===== src/hw/rtl/etvc_pkg.sv =====
// Shared types and constants for the Ethernet VLAN header classifier.
package etvc_pkg;

	localparam int CNT_W       = 32;
	localparam int ETYPE_W     = 16;
	localparam int POS_W       = 6;
	localparam int TAGS_W      = 4;
	localparam int NUM_CLASSES = 6;

	typedef logic [2:0]         class_t;
	typedef logic [ETYPE_W-1:0] etype_t;
	typedef logic [POS_W-1:0]   pos_t;
	typedef logic [CNT_W-1:0]   cnt_t;

	localparam class_t CLS_IPV4      = 3'd0;
	localparam class_t CLS_ARP       = 3'd1;
	localparam class_t CLS_IPV6      = 3'd2;
	localparam class_t CLS_OTHER     = 3'd3;
	localparam class_t CLS_TOO_SHORT = 3'd4;
	localparam class_t CLS_TOO_MANY  = 3'd5;

	localparam etype_t ETYPE_IPV4 = 16'h0800;
	localparam etype_t ETYPE_ARP  = 16'h0806;
	localparam etype_t ETYPE_IPV6 = 16'h86DD;
	localparam etype_t ETYPE_VLAN = 16'h8100;

	localparam pos_t POS_TYPE_HI = 6'd12;
	localparam pos_t POS_TYPE_LO = 6'd13;
	localparam pos_t POS_TAG0    = 6'd14;

	function automatic class_t class_of(etype_t et);
		class_t c;
		case (et)
			ETYPE_IPV4: c = CLS_IPV4;
			ETYPE_ARP:  c = CLS_ARP;
			ETYPE_IPV6: c = CLS_IPV6;
			default:    c = CLS_OTHER;
		endcase
		return c;
	endfunction

endpackage


===== src/hw/rtl/etvc_ram.sv =====
// Generic single-port-write, single-port-read RAM with registered read data.
module etvc_ram #(
	parameter int WIDTH = 32,
	parameter int DEPTH = 28,
	parameter int AW    = (DEPTH > 1) ? $clog2(DEPTH) : 1
) (
	input  logic             clk,
	input  logic             wr_en,
	input  logic [AW-1:0]    wr_addr,
	input  logic [WIDTH-1:0] wr_data,
	input  logic             rd_en,
	input  logic [AW-1:0]    rd_addr,
	output logic [WIDTH-1:0] rd_data
);

	logic [WIDTH-1:0] mem_q [DEPTH];

	always_ff @(posedge clk) begin
		if (wr_en) begin
			mem_q[wr_addr] <= wr_data;
		end
		if (rd_en) begin
			rd_data <= mem_q[rd_addr];
		end
	end

endmodule


===== src/hw/rtl/ethernet_vlan_header_classifier.sv =====
// Top level of the Ethernet VLAN header classifier: parser, counter update, result register.
//
// Takes one frame byte per cycle when in_stall is low, skips the MAC addresses, pops up to
// MAX_TAGS stacked 0x8100 tags and classifies the frame as IPv4, ARP, IPv6, other, too short
// or too many tags, giving one result per frame with per-port wrapping 32-bit counts. The
// input stalls while stage 1 is full and the result register is held by out_stall. The
// counter RAM read and stage 1 register the resolving byte's result, then the increment
// feeds the result register. Counters start at zero after reset with no clearing pass.
module ethernet_vlan_header_classifier #(
	parameter int NUM_PORTS = 4,
	parameter int MAX_TAGS  = 8
) (
	input  logic                  clk,
	input  logic                  arst_n,
	input  logic                  in_valid,
	output logic                  in_stall,
	input  logic [7:0]            data_byte,
	input  logic                  last_byte,
	input  logic [1:0]            port,
	output logic                  out_valid,
	input  logic                  out_stall,
	output etvc_pkg::class_t      frame_class,
	output logic                  tag_seen,
	output logic [15:0]           inner_tci,
	output etvc_pkg::pos_t        payload_offset,
	output etvc_pkg::cnt_t        class_count,
	output etvc_pkg::cnt_t        tagged_count
);

	import etvc_pkg::*;

	localparam int PW     = (NUM_PORTS > 1) ? $clog2(NUM_PORTS) : 1;
	localparam int CDEPTH = NUM_PORTS * NUM_CLASSES;
	localparam int CAW    = $clog2(CDEPTH);

	// parser state
	pos_t                pos_q;
	etype_t              type_q;
	logic [15:0]         tci_q;
	logic [TAGS_W-1:0]   tags_q;
	logic                resolved_q;

	// parser combinational results
	logic                accept;
	etype_t              type_nx;
	logic [15:0]         tci_nx;
	logic [TAGS_W-1:0]   tags_nx;
	logic                check;
	logic                vlan_frame;
	logic                seen;
	logic                emit;
	logic                resolve;
	class_t              cls;
	logic [PW-1:0]       port_idx;
	logic [CAW-1:0]      class_addr;

	// stage 1
	logic                s1_free;
	logic                adv;
	logic                valid_s1;
	class_t              class_s1;
	logic                seen_s1;
	logic                tagged_s1;
	logic [15:0]         tci_s1;
	pos_t                off_s1;
	logic [CAW-1:0]      caddr_s1;
	logic [PW-1:0]       port_s1;
	logic                cvld_s1;
	logic                tvld_s1;
	cnt_t                crd;
	cnt_t                trd;
	cnt_t                ccur;
	cnt_t                tcur;
	cnt_t                cnew;
	cnt_t                tnew;

	// counter bookkeeping
	logic [CDEPTH-1:0]   cvld_q;
	logic [NUM_PORTS-1:0] tvld_q;
	logic                cfwd_vld_q;
	logic [CAW-1:0]      cfwd_addr_q;
	cnt_t                cfwd_data_q;
	logic                tfwd_vld_q;
	logic [PW-1:0]       tfwd_addr_q;
	cnt_t                tfwd_data_q;

	// output register
	logic                out_valid_q;

	assign accept  = in_valid && !in_stall;
	assign adv     = !out_valid_q || !out_stall;
	assign s1_free = !valid_s1 || adv;
	assign in_stall = !s1_free;

	always_comb begin
		if (32'(port) >= NUM_PORTS) begin
			port_idx = PW'(NUM_PORTS - 1);
		end else begin
			port_idx = PW'(port);
		end
	end

	always_comb begin
		type_nx = type_q;
		tci_nx  = tci_q;
		tags_nx = tags_q;
		check   = 1'b0;
		if (pos_q == POS_TYPE_HI || pos_q == POS_TYPE_LO) begin
			type_nx = {type_q[7:0], data_byte};
			check   = (pos_q == POS_TYPE_LO);
		end else if (pos_q >= POS_TAG0) begin
			if (pos_q[1]) begin
				tci_nx = {tci_q[7:0], data_byte};
			end else begin
				type_nx = {type_q[7:0], data_byte};
				if (pos_q[0]) begin
					tags_nx = tags_q + TAGS_W'(1);
					check   = 1'b1;
				end
			end
		end
		vlan_frame = (pos_q >= POS_TAG0) || (pos_q == POS_TYPE_LO && type_nx == ETYPE_VLAN);
		seen    = (tags_nx != '0);
		resolve = 1'b0;
		cls     = CLS_TOO_SHORT;
		if (check && type_nx != ETYPE_VLAN) begin
			resolve = 1'b1;
			cls     = class_of(type_nx);
		end else if (check && 32'(tags_nx) >= MAX_TAGS) begin
			resolve = 1'b1;
			cls     = CLS_TOO_MANY;
		end
		emit = !resolved_q && (resolve || last_byte);
	end

	assign class_addr = CAW'(port_idx) * CAW'(NUM_CLASSES) + CAW'(cls);

	always_ff @(posedge clk or negedge arst_n) begin
		if (!arst_n) begin
			pos_q      <= '0;
			type_q     <= '0;
			tci_q      <= '0;
			tags_q     <= '0;
			resolved_q <= 1'b0;
		end else if (accept) begin
			if (last_byte) begin
				pos_q      <= '0;
				type_q     <= '0;
				tci_q      <= '0;
				tags_q     <= '0;
				resolved_q <= 1'b0;
			end else if (!resolved_q) begin
				type_q     <= type_nx;
				tci_q      <= tci_nx;
				tags_q     <= tags_nx;
				resolved_q <= resolve;
				if (!resolve) begin
					pos_q <= pos_q + POS_W'(1);
				end
			end
		end
	end

	etvc_ram #(
		.WIDTH (CNT_W),
		.DEPTH (CDEPTH)
	) u_class_ram (
		.clk     (clk),
		.wr_en   (valid_s1 && adv),
		.wr_addr (caddr_s1),
		.wr_data (cnew),
		.rd_en   (accept && emit),
		.rd_addr (class_addr),
		.rd_data (crd)
	);

	etvc_ram #(
		.WIDTH (CNT_W),
		.DEPTH (NUM_PORTS),
		.AW    (PW)
	) u_tagged_ram (
		.clk     (clk),
		.wr_en   (valid_s1 && adv && tagged_s1),
		.wr_addr (port_s1),
		.wr_data (tnew),
		.rd_en   (accept && emit),
		.rd_addr (port_idx),
		.rd_data (trd)
	);

	always_ff @(posedge clk or negedge arst_n) begin
		if (!arst_n) begin
			valid_s1 <= 1'b0;
		end else if (s1_free) begin
			valid_s1 <= accept && emit;
		end
	end

	always_ff @(posedge clk) begin
		if (accept && emit && s1_free) begin
			class_s1  <= cls;
			seen_s1   <= resolve && seen;
			tagged_s1 <= vlan_frame;
			tci_s1    <= (resolve && seen) ? tci_nx : 16'd0;
			off_s1    <= resolve ? pos_q + POS_W'(1) : '0;
			caddr_s1  <= class_addr;
			port_s1   <= port_idx;
			cvld_s1   <= cvld_q[class_addr];
			tvld_s1   <= tvld_q[port_idx];
		end
	end

	always_comb begin
		if (cfwd_vld_q && cfwd_addr_q == caddr_s1) begin
			ccur = cfwd_data_q;
		end else if (cvld_s1) begin
			ccur = crd;
		end else begin
			ccur = '0;
		end
		if (tfwd_vld_q && tfwd_addr_q == port_s1) begin
			tcur = tfwd_data_q;
		end else if (tvld_s1) begin
			tcur = trd;
		end else begin
			tcur = '0;
		end
		cnew = ccur + CNT_W'(1);
		tnew = tagged_s1 ? tcur + CNT_W'(1) : tcur;
	end

	always_ff @(posedge clk or negedge arst_n) begin
		if (!arst_n) begin
			cvld_q     <= '0;
			tvld_q     <= '0;
			cfwd_vld_q <= 1'b0;
			tfwd_vld_q <= 1'b0;
		end else if (valid_s1 && adv) begin
			cvld_q[caddr_s1] <= 1'b1;
			cfwd_vld_q       <= 1'b1;
			if (tagged_s1) begin
				tvld_q[port_s1] <= 1'b1;
				tfwd_vld_q      <= 1'b1;
			end
		end
	end

	always_ff @(posedge clk) begin
		if (valid_s1 && adv) begin
			cfwd_addr_q <= caddr_s1;
			cfwd_data_q <= cnew;
			if (tagged_s1) begin
				tfwd_addr_q <= port_s1;
				tfwd_data_q <= tnew;
			end
		end
	end

	always_ff @(posedge clk or negedge arst_n) begin
		if (!arst_n) begin
			out_valid_q <= 1'b0;
		end else if (adv) begin
			out_valid_q <= valid_s1;
		end
	end

	always_ff @(posedge clk) begin
		if (adv && valid_s1) begin
			frame_class    <= class_s1;
			tag_seen       <= seen_s1;
			inner_tci      <= tci_s1;
			payload_offset <= off_s1;
			class_count    <= cnew;
			tagged_count   <= tnew;
		end
	end

	assign out_valid = out_valid_q;

endmodule


===== config.mk =====
export PLATFORM = sky130hd
export DESIGN_NAME = ethernet_vlan_header_classifier
export DESIGN_NICKNAME = d
export VERILOG_FILES = /design/src/hw/rtl/etvc_pkg.sv /design/src/hw/rtl/etvc_ram.sv /design/src/hw/rtl/ethernet_vlan_header_classifier.sv
export SDC_FILE = /design/constraint.sdc
export NUM_CORES = 1
export LEC_CHECK = 0
export ABC_AREA = 1
export BUFFER_PORTS_ARGS = -buffer_cell sky130_fd_sc_hd__buf_2
export CORE_UTILIZATION = 35
export DETAILED_ROUTE_END_ITERATION = 8
export GPL_TIMING_DRIVEN = 0
export PLACE_DENSITY_LB_ADDON = 0.15
export SLEW_MARGIN = 10
export SYNTH_ARGS = -nofsm -noshare
export SYNTH_HDL_FRONTEND = slang
export SYNTH_HIERARCHICAL = 1
export SYNTH_SLANG_ARGS = --single-unit

===== constraint.sdc =====
create_clock -name clk -period 12.6 [get_ports clk]
set_input_delay 0.63 -clock clk [delete_from_list [all_inputs] [get_ports clk]]
set_output_delay 0.63 -clock clk [all_outputs]
set_load 0.005 [all_outputs]

==> results of run 1 <==
==> power groups by stage <==
stage	sequential (mW)	clock, mW	combinational (mW)
final	4.50	3.83	0.630
after global routing	4.50	4.07	0.688
after CTS	4.50	3.93	0.642
after detailed placement	4.58	0	0.639
after global placement	4.60	0	0.586
after floorplan	4.58	0	0.321
==> final cells by class <==
cell class / count / area, sq um / share of cell area
sequential: 1198 / 35600 / 0.588
multi-input combinational: 2604 / 12700 / 0.210
clock buffer: 180 / 3770 / 0.0622
inverter: 684 / 2570 / 0.0424
tap: 1917 / 2400 / 0.0396
timing repair buffer: 184 / 1770 / 0.0292
buffer: 223 / 1270 / 0.0210
clock inverter: 60 / 497 / 0.00820
==> cells in the final DEF, fill, tap and decap left out, types with 31 or more instances in the layout <==
master     netlist  routed
dfrtp_1         75      75
o22ai_1         37      37
edfxtp_1      1123    1123
buf_2           65     170
buf_4           28      41
nand2_1       1160    1160
inv_1          675     675
clkbuf_1        67     100
buf_6           33      55
clkbuf_16        0     144
o21ai_0        160     160
nor2_1         316     290
o21ai_1         31      31
o211ai_1        66      66
nand3_1        632     632
==> per-stage QoR <==
stage	utilization	TNS [ns]	worst slack, ns	std cells
2_1_floorplan	-	0	2.46	4709
3_3_place_gp	0.373	-2179.31	-5.71	6732
3_5_place_dp	0.386	0	6.64	6809
4_1_cts	0.415	0	6.62	7050
5_1_grt	0.415	0	6.31	7050
6_report	0.415	0	6.67	7050
==> cells in the mapped netlist (37+ instances only) <==
library cell | n | area [sq um]
buf_2 | 65 | 325
clkbuf_1 | 67 | 251
dfrtp_1 | 75 | 1880
edfxtp_1 | 1123 | 33700
inv_1 | 675 | 2530
nand2_1 | 1160 | 4350
nand3_1 | 632 | 3160
nor2_1 | 316 | 1190
o211ai_1 | 66 | 495
o21ai_0 | 160 | 801
o22ai_1 | 37 | 231
xor2_1 | 45 | 394
==> registers in the layout, indices dropped and copies added (netlist names), 5 cells and up <==
name / count
cvld_q: 24
payload_offset: 6
tci_s1: 16
tagged_count: 32
tci_q: 16
off_s1: 6
u_class_ram/mem_q: 768
type_q: 16
inner_tci: 16
u_tagged_ram/rd_data: 32
class_count: 32
cfwd_addr_q: 5
u_class_ram/rd_data: 32
pos_q: 6
tfwd_data_q: 32
u_tagged_ram/mem_q: 128
==> metal layers <==
layer	vias to the layer above	track usage	share of wire
li1	16400	-	-
met1	16900	0.277	0.45
met2	894	0.317	0.46
met3	209	0.0300	0.052
met4	0	0.0646	0.028
met5	-	0	0
==> worst max-delay path, stage by stage, from the launching register on <==
cell,delay (ns)
dfrtp_1,0.44
inv_1,0.14
ha_1,0.23
or2_1,0.24
nand3_2,0.10
nand2_4,0.10
buf_2,0.20
nand2_1,0.08
nand2_1,0.08
nor2_1,0.15
nand2_1,0.07
nor2_1,0.17
nand2_1,0.08
a21oi_1,0.30
nor2_1,0.13
ha_1,0.21
xnor2_1,0.37
inv_1,0.23
buf_2,0.27
clkinv_1,0.25
buf_2,0.55
buf_1,0.61
nand3_1,0.21
nand3_1,0.16
nand2_1,0.09
nand2_1,0.08
nand2_1,0.10
==> worst paths after layout <==
path                       slack, ns                      end  depth (start not counted)       from
setup / recovery                6.67  u_class_ram/rd_data[30]                         26   pos_q[1]
max in group asynchronous      11.66               cvld_q[21]                          3     arst_n
hold / removal                  0.14                out_valid                          3  out_stall
min in group asynchronous       0.34               type_q[11]                          2     arst_n
setup reg to reg                6.67  u_class_ram/rd_data[30]                         26   pos_q[1]
hold reg to reg                 0.42        payload_offset[0]                          0  off_s1[0]
==> kinds of logic (layout without fill, tap and decap cells) <==
logic type                 after synthesis  after routing
DFF                                   1198           1198
adders and majority gates               12             12
buffers and inverters                  907           1331
AOI/OAI and AO/OA                      336            336
xor gates and xnor gates                73             73
and+or+nand+nor                       2183           2183
==> what timing repair did <==
action	4_1_cts	5_1_grt
hold buffers	1	0
endpoints found under the hold margin	27	0
endpoints found under the setup margin	0	0
==> flow_summary.toml, run 1 <==
[clock_tree]
cts_resized = 0
path_clk_slew_ns = 0.06
clkLatencyLatePin_ns = 0.77
postCtsSetupBuffers = 0
cts_tree = "yes"
htree_levels = 4
clock-sinks = 1198
clk_path_buf_depth = 3
cts_root_buf = "clkbuf_16"
cts_buffers = 137

[place]
placed_area_sq_um = 56300
io_buffers = 106
hpwlAfterDp_microns = 101000
gp_congestion = 0.875

[layout]
fillers = 13900
antenna_cells = 0
area_delta_synth_final_pct = 17.5
nets = 5059
stdcell_area_sq_um = 60600
drive_above_1_share = 0.120

[grt]
gr-total-overflow = 0
grt_pass1_vias = 33300
antenna_found_initial = 3
grt_max_degree = 49
grt_usage = 0.199
grt_pass1_wl_microns = 217000

[timing]
fmax_mhz = 169
fin_crit_ns = 5.93
maxSlewHeadroom = 0.263
setup_viol = 0
worst_slew_pin_slew_ns = 1.11
skew_ns = 0.0283
fin_crit_sh = 0.471
hold_viol = 0
timing.hold.ws_ns = 0.137
rsz0062_at_grt = "false"
report.final.slew_viol_count = 0

[floorplanning]
io-pin-count = 107
die_area_sq_um = 149000
die_h_microns = 386
dieWidth_microns = 386
start_util = 0.353
row_count = 140
core_area_sq_um = 146000

[worst_setup_path]
crit_arrival_ns = 6.42
cp_max_fo = 10
path_class = "flip-flop to flip-flop"
critPathCaptureType = "flip-flop"
start_kind = "flip-flop"
worstPathRequired_ns = 13.09

[power_and_ir_drop]
total_power_mw = 8.96
p_leak_nw = 24.3
pwr-share-comb = 0.070
p_sw_mw = 2.09
p_int_mw = 6.88
p_seq_frac = 0.502
power_density_nw_per_um2 = 148
ir_worst_vdd_mv = 0.132
clkPwrFrac = 0.428
switching_share = 0.233

[routing]
first_iter_violations = 2712
num_vias = 34400
ant_nets = 0
first_pass_iters = 7
vias_per_cell = 4.88
drc = 0
wl_per_cell_microns = 20.8
routed_wl_microns = 147000

[logic_synthesis]
syn_inst = 4709
synthMuxAreaShare = 0
yosysWarnings = 6
synth_top_family_by_area = "simple AND/OR/NAND/NOR gates"
ys_seq_area_frac = 0.691
synth_area_per_cell_sq_um = 10.9
yosys.area_share.simple = 0.180
syn-cell-area_sq_um = 51500
synth_compound_area_frac = 0.0394
synth.distinct_cells = 51
synth_ff_type = "edfxtp_1"
ys_ff_latch = 1198
syn_nets = 4736
synth-adder-area-share = 0.00291
synth_edf_count = 1123
async_reset_ff_frac = 0.0626
synth_xor_area_frac = 0.0124

[run]
drv_cap = 0

[status]
status = "complete, no violations"

[min_path]
hold_class = "input pin to flip-flop"
Power figures use the tool's default switching activity.
==> run 2: changes to the inputs <==
--- a/config.mk
+++ b/config.mk
@@ -5,7 +5,7 @@
 export SDC_FILE = /design/constraint.sdc
 export NUM_CORES = 1
 export LEC_CHECK = 0
-export ABC_AREA = 1
+export ABC_AREA = 0
 export BUFFER_PORTS_ARGS = -buffer_cell sky130_fd_sc_hd__buf_2
 export CORE_UTILIZATION = 35
 export DETAILED_ROUTE_END_ITERATION = 8
==> constraint.sdc (replaced) <==
create_clock -name clk -period 5.56 [get_ports clk]
set_input_delay 0.278 -clock clk [delete_from_list [all_inputs] [get_ports clk]]
set_output_delay 0.278 -clock clk [all_outputs]
set_load 0.005 [all_outputs]
==> run 2 against run 1 <==
  * Clock power increased by 120%
  * Die area decreased by 6.9%
  * Worst hold slack got worse by 0.038 ns
  * Synthesized cell count decreased by 41%
  * Routed wire length decreased by 13%
  * Final cell count decreased by 29%
  * First-iteration DRC count decreased by 14%
  * Setup slack got worse by 6.5 ns
  * Critical path depth decreased by 9
  * Core utilization increased by 0.30 points
  * Largest power group unchanged
  * Via count decreased by 23%
  * Sequential share of layout area increased by 4.0 points
==> flow_summary.toml, run 2 <==
[logic_synthesis]
synth-adder-area-share = 0.00313
synth_ff_type = "edfxtp_1"
async_reset_ff_frac = 0.0626
yosysWarnings = 6
synthTopCellsByCount = "edfxtp_1 (1123), mux2i_1 (238), nand2_1 (218), mux4_2 (111), nand3_1 (96)"
ys_ff_latch = 1198
synth.distinct_cells = 74
synth_compound_area_frac = 0.0477
synth.most_common_cell = "edfxtp_1"
synth_xor_area_frac = 0.0142
synth_area_per_cell_sq_um = 17.3
synth_edf_count = 1123
synthTopCellsByArea = "edfxtp_1 (70%), mux4_2 (5.2%), mux2i_1 (5.0%)"
syn-cell-area_sq_um = 47900
syn_inst = 2769
synth_top_area_frac = 0.703
synth_top_family_by_area = "multiplexers"
syn_nets = 2796
synthMuxAreaShare = 0.112
ys_seq_area_frac = 0.742
yosys.area_share.simple = 0.0617
synth_top_area_cell = "edfxtp_1"

[clock_tree]
htree_levels = 4
clock-sinks = 1198
cts_root_buf = "clkbuf_16"
path_clk_slew_ns = 0.06
clkLatencyLatePin_ns = 0.74
cts_tree = "yes"
cts_buffers = 134
clk_path_buf_depth = 3

[status]
status = "complete, no violations"

[power_and_ir_drop]
p_sw_mw = 4.69
pwr-share-comb = 0.073
ir_worst_vdd_mv = 0.281
clkPwrFrac = 0.415
p_int_mw = 15.7
switching_share = 0.230
p_seq_frac = 0.512
p_leak_nw = 18.4
total_power_mw = 20.4
power_density_nw_per_um2 = 359

[routing]
first_pass_iters = 5
vias_per_cell = 5.34
wl_per_cell_microns = 25.6
routed_wl_microns = 128000
ant_nets = 0
num_vias = 26600
first_iter_violations = 2338
drc = 0

[place]
place_ws_ns = -1.04
gp_congestion = 0.862
hpwlAfterDp_microns = 87600
io_buffers = 106

[layout]
layout_commonest_cell = "edfxtp_1"
area_delta_synth_final_pct = 18.3
largest-register = "u_class_ram/mem_q"
final_cell_mix = "edfxtp_1 (1123), mux2i_1 (238), nand2_1 (218)"
nets = 3121
largestRegisters = "u_class_ram/mem_q x768, u_tagged_ram/mem_q x128"
fillers = 11900
seqCellArea_sq_um = 35600
drive_above_1_share = 0.208
multi_input_comb_area_sq_um = 12000
post-route-util = 0.418
largest_reg_flops = 768

[grt]
grt_pass1_vias = 26900
grt-busiest-layer = "met2"
grt_pass1_wl_microns = 185000
use_met3 = 0.0293
grt_use_met2 = 0.291
antenna_found_initial = 1
grt_max_degree = 67
grt_usage = 0.185
met1_usage = 0.268
gr-total-overflow = 0

[timing]
fin_crit_sh = 0.962
final.setup.tns_ns = 0
maxSlewHeadroom = 0.249
worst_slew_pin_slew_ns = 1.13
rsz0062_at_grt = "false"
setup_slack_ns = 0.212
fin_crit_ns = 5.35
fmax_mhz = 187
skew_ns = 0.0296
setup_viol = 0
report.final.slew_viol_count = 0
hold_viol = 0

[run]
drv_cap = 0

[min_path]
hold_class = "input pin to flip-flop"

[worst_setup_path]
worstPathRequired_ns = 6.01
path_class = "flip-flop to flip-flop"
crit_arrival_ns = 5.80
cp_max_fo = 10
start_kind = "flip-flop"
critPathCaptureType = "flip-flop"

[floorplanning]
start_util = 0.353
core_area_sq_um = 136000
dieWidth_microns = 372
die_area_sq_um = 138000
row_count = 135
io-pin-count = 107
die_h_microns = 372
[run 2: repair_timing]
action                     CTS  global route
pin swaps                    1             1
hold buffers                14             0
hold endpoints to repair   106             0
setup buffers                2             4
setup endpoints to repair  255           177
resized for setup            8            42
[run 2: cell type report]
class	instances	area share
inverters	24	0.00165
well taps	1781	0.0393
multi-input cells	1407	0.211
flip-flops and latches	1198	0.628
plain buffers	138	0.0144
clock buffers	173	0.0643
clock inverters	68	0.00933
diodes	4	0.000176
repair buffers	191	0.0323
[run 2: power by group through the flow]
stage	combinational, mW	sequential [mW]	clock [mW]
detailed placement	1.48	10.6	0
global route	1.62	10.4	8.97
floorplan	0.797	10.6	0
global placement	1.32	10.6	0
CTS	1.50	10.4	8.63
finish	1.49	10.4	8.45
[run 2: worst paths after layout]
check | cells past startpoint | startpoint | to | slack, ns
max in group asynchronous | 3 | arst_n | tvld_q[2] | 4.65
min in group asynchronous | 3 | arst_n | tci_q[6] | 0.11
setup / recovery | 17 | pos_q[0] | u_class_ram/rd_data[20] | 0.21
hold / removal | 4 | in_valid | resolved_q | 0.1
setup reg to reg | 17 | pos_q[0] | u_class_ram/rd_data[20] | 0.21
hold reg to reg | 0 | class_s1[2] | frame_class[2] | 0.41
[run 2: cell families (layout without fill, tap and decap cells)]
logic type,Yosys count,after routing
buffers and inverters,164,594
DFF,1198,1198
adders and majority gates,12,12
xor gates and xnor gates,78,78
muxes,389,389
AOI/OAI and AO/OA,331,331
and+or+nand+nor,597,597
other,0,4
[run 2: critical path, cell delays in order, from the launching register on]
cell	delay (ns)
dfrtp_1	0.37
clkbuf_1	0.32
inv_1	0.12
ha_1	0.26
a311oi_2	0.37
o32ai_4	0.22
or3_1	0.50
nand3_1	0.25
ha_1	0.32
a21oi_1	0.21
nand2b_1	0.15
xnor2_1	0.22
clkbuf_2	0.45
nand2b_1	0.20
clkbuf_1	0.58
a221oi_1	0.13
o21ai_0	0.26
nand3_1	0.14
[run 2: per-layer routing]
layer	wire (microns)	up-vias
li1	-	11600
met1	58500	14000
met2	59800	849
met3	7280	166
met4	2010	0
met5	0	-
[run 2: through the flow]
step                std cells  instance area [sq um]  hold WS, ns
finish                   4984                  56700       0.0988
floorplan                2769                  48000      -0.0176
global route             4980                  56700        0.104
global placement         4656                  50700        0.406
CTS                      4976                  56600       0.0432
detailed placement       4721                  52300        0.133
